File: config.mk
export PLATFORM = sky130hd
export DESIGN_NAME = tccp_pos_unit
export DESIGN_NICKNAME = d
export VERILOG_FILES = /design/src/text_cell_compositor_with_priority_unit_assert.svh /design/src/tccp_pkg.sv /design/src/tccp_pos_unit.sv
export SDC_FILE = /design/constraint.sdc
export NUM_CORES = 1
export LEC_CHECK = 0
export BUFFER_PORTS_ARGS = -buffer_cell sky130_fd_sc_hd__buf_2
export CAP_MARGIN = 20
export CORE_MARGIN = 4
export CORE_UTILIZATION = 47
export CTS_CLUSTER_SIZE = 16
export DETAILED_ROUTE_END_ITERATION = 10
export MAX_ROUTING_LAYER = met4
export PLACE_DENSITY = 0.81
export SETUP_SLACK_MARGIN = 0.3
export SYNTH_ARGS = -nofsm -noshare
export SYNTH_HDL_FRONTEND = slang
export SYNTH_SLANG_ARGS = --single-unit
File: constraint.sdc
create_clock -name clk_i -period 4.7 [get_ports clk_i]
set_input_delay 0.705 -clock clk_i [delete_from_list [all_inputs] [get_ports clk_i]]
set_output_delay 0.705 -clock clk_i [all_outputs]
set_load 0.02 [all_outputs]
File: src/text_cell_compositor_with_priority_unit_assert.svh
`ifndef TEXT_CELL_COMPOSITOR_WITH_PRIORITY_UNIT_ASSERT_SVH
`define TEXT_CELL_COMPOSITOR_WITH_PRIORITY_UNIT_ASSERT_SVH

`ifndef SYNTH
// Same-cycle implication.
`define TCCP_ASSERT_NOW(lbl, ante, cons, msg) \
  lbl: assert property (@(posedge clk_i) disable iff (!rst_ni) (ante) |-> (cons)) \
    else $error(msg);
// Next-cycle implication.
`define TCCP_ASSERT_NEXT(lbl, ante, cons, msg) \
  lbl: assert property (@(posedge clk_i) disable iff (!rst_ni) (ante) |=> (cons)) \
    else $error(msg);
`else
`define TCCP_ASSERT_NOW(lbl, ante, cons, msg)
`define TCCP_ASSERT_NEXT(lbl, ante, cons, msg)
`endif

`endif

File: src/tccp_pkg.sv
package tccp_pkg;

  typedef enum logic [1:0] {
    MODE_CLEAR = 2'd0,
    MODE_DRAW  = 2'd1,
    MODE_READ  = 2'd2
  } mode_e;

  typedef enum logic {
    ST_CLEAR,
    ST_RUN
  } state_e;

  localparam int CFG_IDX_W  = 1;
  localparam int CFG_DATA_W = 8;
  localparam logic [CFG_IDX_W-1:0] CFG_SCREEN_WIDTH  = 1'b0;
  localparam logic [CFG_IDX_W-1:0] CFG_SCREEN_HEIGHT = 1'b1;

  localparam logic [7:0] WIDTH_RESET  = 8'd80;
  localparam logic [6:0] HEIGHT_RESET = 7'd25;

  localparam logic [7:0]        BLANK_CHAR   = 8'd32;
  localparam logic [7:0]        NEWLINE_CHAR = 8'd10;
  localparam logic signed [15:0] BLANK_ORDER = -16'sd1;

  typedef struct packed {
    logic [1:0]         mode;
    logic signed [15:0] pos_x;
    logic signed [15:0] pos_y;
    logic [7:0]         char_code;
    logic [15:0]        color;
    logic signed [15:0] order;
    logic               last_of_text;
    logic [6:0]         read_col;
    logic [5:0]         read_row;
  } in_word_t;

  typedef struct packed {
    logic [7:0]         cell_char;
    logic [15:0]        cell_color;
    logic signed [15:0] cell_order;
  } out_word_t;

  // One stored cell, 40 bits.
  typedef struct packed {
    logic [7:0]         chr;
    logic [15:0]        color;
    logic signed [15:0] order;
  } cell_t;

  localparam cell_t BLANK_CELL = '{chr: BLANK_CHAR, color: 16'h0000, order: BLANK_ORDER};

  // Target classification from the position unit.
  typedef struct packed {
    logic visible;
    logic newline;
  } pos_res_t;

endpackage

File: src/tccp_pos_unit.sv
module tccp_pos_unit #(
  parameter int MaxCols = 128,
  parameter int MaxRows = 64
) (
  input  logic                         clk_i,
  input  logic                         rst_ni,
  input  logic                         draw_i,
  input  tccp_pkg::in_word_t           word_i,
  input  logic [7:0]                   width_i,
  input  logic [6:0]                   height_i,
  output logic [$clog2(MaxCols)-1:0]   col_o,
  output logic [$clog2(MaxRows)-1:0]   row_o,
  output tccp_pkg::pos_res_t           res_o
);

  localparam int ColW = $clog2(MaxCols);
  localparam int RowW = $clog2(MaxRows);
  localparam logic [8:0] ColLim = 9'(MaxCols);
  localparam logic [8:0] RowLim = 9'(MaxRows);

  logic [15:0] col_off_q, col_off_d;
  logic [15:0] row_off_q, row_off_d;

  logic signed [17:0] x, y;
  logic [8:0] w_ext, h_ext, w_lim, h_lim;
  logic newline;

  assign newline = (word_i.char_code == tccp_pkg::NEWLINE_CHAR);

  assign x = $signed({{2{word_i.pos_x[15]}}, word_i.pos_x}) + $signed({2'b00, col_off_q});
  assign y = $signed({{2{word_i.pos_y[15]}}, word_i.pos_y}) + $signed({2'b00, row_off_q});

  assign w_ext = {1'b0, width_i};
  assign h_ext = {2'b00, height_i};
  assign w_lim = (w_ext > ColLim) ? ColLim : w_ext;
  assign h_lim = (h_ext > RowLim) ? RowLim : h_ext;

  assign res_o.newline = newline;
  assign res_o.visible = !x[17] && (x[16:0] < {8'b0, w_lim}) &&
                         !y[17] && (y[16:0] < {8'b0, h_lim});
  assign col_o = x[ColW-1:0];
  assign row_o = y[RowW-1:0];

  always_comb begin
    col_off_d = col_off_q;
    row_off_d = row_off_q;
    if (draw_i) begin
      if (newline) begin
        row_off_d = row_off_q + 16'd1;
        col_off_d = 16'd0;
      end else begin
        col_off_d = col_off_q + 16'd1;
      end
      if (word_i.last_of_text) begin
        col_off_d = 16'd0;
        row_off_d = 16'd0;
      end
    end
  end

  always_ff @(posedge clk_i or negedge rst_ni) begin
    if (!rst_ni) begin
      col_off_q <= 16'd0;
      row_off_q <= 16'd0;
    end else begin
      col_off_q <= col_off_d;
      row_off_q <= row_off_d;
    end
  end

endmodule

After elaboration in Yosys (flattened, before gate mapping) --
Index checks and enable logic that the tools add are counted.
Storage, ports and cells: register bits 32, input port bits 106, output and inout port bits 15, word-level logic and storage cells 24
Cells by class: add/sub/neg operators 4, magnitude comparators 4, equality and inequality tests 1, mux-type cells 6, reduce and logical (&&, ||, !) cells 7
Operators with widths (number):
- $mux W16 | 4
- $add A16 B17 Y18 | 2
- $add A16 B1 Y16 const B | 2
- $lt A17 B7 Y1 | 1
- $lt A17 B8 Y1 | 1
- $eq A8 B4 Y1 const B | 1
- $gt A8 B8 Y1 const B | 1
- $mux W8 | 1
- $gt A7 B7 Y1 const B | 1
- $mux W7 | 1
- $logic_and A1 B1 Y1 | 3
- $logic_not A1 Y1 | 2
- $reduce_and A2 Y1 | 1
- $reduce_bool A2 Y1 | 1

Logic depth before layout (Yosys ltp) --
depth after elaboration 6, gate-level depth with buffers 19, mapped depth without buffers 19

Worst setup path before layout --
OpenSTA, ideal clock, no wires.
kind input to output, from input word_i[70] in the netlist's numbering, to output res_o[1] in the netlist's numbering, data arrival time 4.445 ns, data required time 3.995 ns, path slack -0.450 ns, stages on the path 18, buffers on the path 0, path through ha_1 inv_1 fa_1 nor2b_4 o31a_1 a21oi_4 xnor2_1 ha_1 a21oi_1 o22ai_1 nor3_1 o2111a_1 o221ai_2 or4b_4 a2111oi_2 nand4_1 a211oi_1 nor3b_2
RTL lines:
- from (decl) | line tccp_pos_unit.sv:8 | input tccp_pkg::in_word_t word_i,
- to (decl) | line tccp_pos_unit.sv:13 | output tccp_pkg::pos_res_t res_o

==> results.sh <==
export IMPL_hold_path_class="input port to async pin"
export IMPL_grt_max_degree=33
export IMPL_pin_count=121
export IMPL_synth_area_um2=3670
export IMPL_clock_fmax_mhz=198
export IMPL_hold_ws_ns=0.468
export IMPL_grtUsageTotal=0.239
export IMPL_syn_area_per_cell_um2=8.02
export IMPL_ir_drop_mv=0.136
export IMPL_cp_start_kind="input port"
export IMPL_wl_met3_um=472
export IMPL_portBuffers=73
export IMPL_r2r_end="col_off_q[15]"
export IMPL_ys_seq_area_frac=0.218
export IMPL_grt_setup_unrepaired="yes"
export IMPL_setup_tns_ns=-0.361
export IMPL_regToRegSetupSlack_ns=2.81
export IMPL_setup_ws_ns=-0.361
export IMPL_cts_root_buf="clkbuf_8"
export IMPL_wl_per_cell_um=15.6
export IMPL_min_period_ns=5.06
export IMPL_reg2regPathDepth=8
export IMPL_cts_max_level=2
export IMPL_synth_main_ff_cell="dfrtp_1"
export IMPL_required_ns=3.99
export IMPL_first_pass_iters=4
export IMPL_wl_met1_mm=4.60
export IMPL_die_h_um=96.4
export IMPL_dp_worst_setup_slack_ns=-0.646
export IMPL_ys_ff_latch=32
export IMPL_crit_type="input port to primary output"
export IMPL_crit_path_end_kind="primary output"
export IMPL_drv_cap=0
export IMPL_area_delta_synth_final_pct=27.3
export IMPL_vias_per_cell=5.88
export IMPL_setup_violations=1
export IMPL_cts_clk_slew_worst_paths_ns=0.06
export IMPL_hold_viol=0
export IMPL_grt_pass1_wl_mm=17.0
export IMPL_dieArea_um2=9290
export IMPL_slew_violations=0
export IMPL_placedCellCount=660
export IMPL_violations="setup timing"
export IMPL_synthDominantCellAreaShare=0.218
export IMPL_synth_distinct_cells=61
export IMPL_vias=3935
export IMPL_fill_cells=638
export IMPL_initial_core_util=0.496
export IMPL_dpl_cell_area_um2=4450
export IMPL_wl_met2_mm=5.04
export IMPL_wl_mm=10.5
export IMPL_place_gp_congestion=1.02
export IMPL_yosys_top_cells_count="ha_1, nor2_1, nand2_1, o21ai_0, dfrtp_1"
export IMPL_finalCritPeriodShare=1.08
export IMPL_syn_inst=458
export IMPL_clockBufferDepth=2
export IMPL_core_rowCount=31
export IMPL_stdcell_area_um2=4670
export IMPL_syn_nets=615
export IMPL_synth_edf_count=0
export IMPL_synthArstFlopShare=1.00
export IMPL_cp_max_fo=2
export IMPL_skew_ns=0.00265
export IMPL_synth_largest_area_cell="dfrtp_1"
export IMPL_drc=0
export IMPL_ys_top_cells_by_area="dfrtp_1, ha_1, nor2_1"
export IMPL_hpwl_mm=8.28
export IMPL_drt_iter0_markers=167
export IMPL_outcome="finished with violations"
export IMPL_chipWidth_um=96.4
export IMPL_fin_nets=727
export IMPL_instances_no_fill=669
export IMPL_worstPathArrival_ns=4.36
export IMPL_overflow=0
export IMPL_p_leak_nw=2.22
export IMPL_reg2reg_from="col_off_q[0]"
export IMPL_ant_nets=0
export IMPL_top_layer_used="met4"
export IMPL_yosys_warnings=0
export IMPL_slew_headroom=0.520
export IMPL_drive_gt1_frac=0.268
export IMPL_clkSinkCount=32
export IMPL_n_antenna_cell=0
export IMPL_clock_latency_ns=0.29
export IMPL_coreArea_um2=7410
export IMPL_cts_tree="yes"
export IMPL_cts_buffers=5
export IMPL_grt_pass1_vias=3753
export IMPL_powerDensity_nw_per_um2=200
export IMPL_antenna_found_initial=0
export IMPL_worstMarginPinSlew_ns=0.719
[flip-flops by register name (all words and copies together), names as in the netlist]
name,count
row_off_q,16
col_off_q,16
[metrics by stage]
step	total power, W	util
floorplan	0.000532	-
global placement	0.000669	0.601
detailed placement	0.000685	0.601
CTS	0.000928	0.627
global route	0.000994	0.631
finish	0.000934	0.631
[power breakdown]
part | total (W) | switching [W] | internal [W]
Clock | 0.000229 | 0.0000985 | 0.000130
Sequential | 0.000295 | 0.00000921 | 0.000285
Combinational | 0.000411 | 0.000230 | 0.000181
[kinds of logic (layout without fill, tap and decap cells)]
family | count (synthesis) | count (layout) | share of synthesized area
AND/OR/NAND/NOR | 175 | 175 | 0.238
AO/OA/AOI/OAI | 129 | 129 | 0.235
adder cells (fa/ha/maj) | 51 | 51 | 0.178
XOR/XNOR | 36 | 36 | 0.0859
flip-flops | 32 | 32 | 0.218
buffers and inverters | 31 | 143 | 0.0341
multiplexers | 4 | 4 | 0.0112
[critical path: stages]
cell	delay (ns)
buf_6	0.10
ha_4	0.15
inv_2	0.05
fa_2	0.24
nor2b_4	0.06
o31a_1	0.30
o21a_1	0.21
nor2_4	0.12
xnor2_2	0.08
ha_2	0.19
nor2_2	0.10
o2111ai_2	0.14
a311oi_2	0.22
o2111a_1	0.22
o221ai_2	0.09
or4b_4	0.51
a2111oi_4	0.19
nand4_1	0.13
a211oi_2	0.19
nor3b_4	0.21
buf_6	0.14
[how the worst max path moves through the flow]
stage | startpoint | end | slack, ns | cells after the start
2_1_floorplan | word_i[70] | res_o[1] | -0.14 | 18
3_3_place_gp | word_i[70] | res_o[1] | -0.56 | 20
3_5_place_dp | word_i[54] | res_o[1] | -0.65 | 21
4_1_cts | word_i[54] | res_o[1] | -0.47 | 21
5_1_grt | word_i[56] | res_o[1] | -0.56 | 19
6_report | word_i[54] | res_o[1] | -0.36 | 21
[area by class of cell]
class | count | area, µm² | share of cell area
clock buffer | 7 | 96.3 | 0.0206
inverter | 21 | 78.8 | 0.0169
multi-input combinational | 395 | 2880 | 0.615
sequential | 32 | 801 | 0.171
tap | 99 | 124 | 0.0265
timing repair buffer | 115 | 699 | 0.150
[routing by layer]
metal / up-vias / track usage
met5: - / -
li1: 1911 / -
met4: 0 / 0.102
met3: 33 / 0.0248
met1: 1858 / 0.301
met2: 133 / 0.390
[placed cells by master, fill, tap and decap left out, types with 5 or more instances in the layout]
| master | instances |
|---|---|
| nand4_1 | 17 |
| and3_1 | 9 |
| ha_1 | 45 |
| a31oi_1 | 6 |
| nor2_1 | 46 |
| nand2_1 | 43 |
| xnor2_1 | 17 |
| dfrtp_1 | 32 |
| xor2_1 | 17 |
| inv_1 | 18 |
| or3_1 | 6 |
| clkbuf_8 | 7 |
| o21a_1 | 9 |
| nor3_1 | 8 |
| buf_2 | 70 |
| nor2b_1 | 6 |
| o21ai_1 | 5 |
| o21ai_0 | 35 |
| nand2b_1 | 6 |
| buf_4 | 42 |
| a21oi_1 | 26 |
| a21o_1 | 7 |
| nand3_1 | 13 |
[timing repair]
item	CTS	global route
hold buffers	0	0
endpoints found under the setup margin	1	1
buffers inserted	1	1
pin swaps	23	11
resized for setup	19	5
No activity file was read; power rests on OpenSTA's default activity.
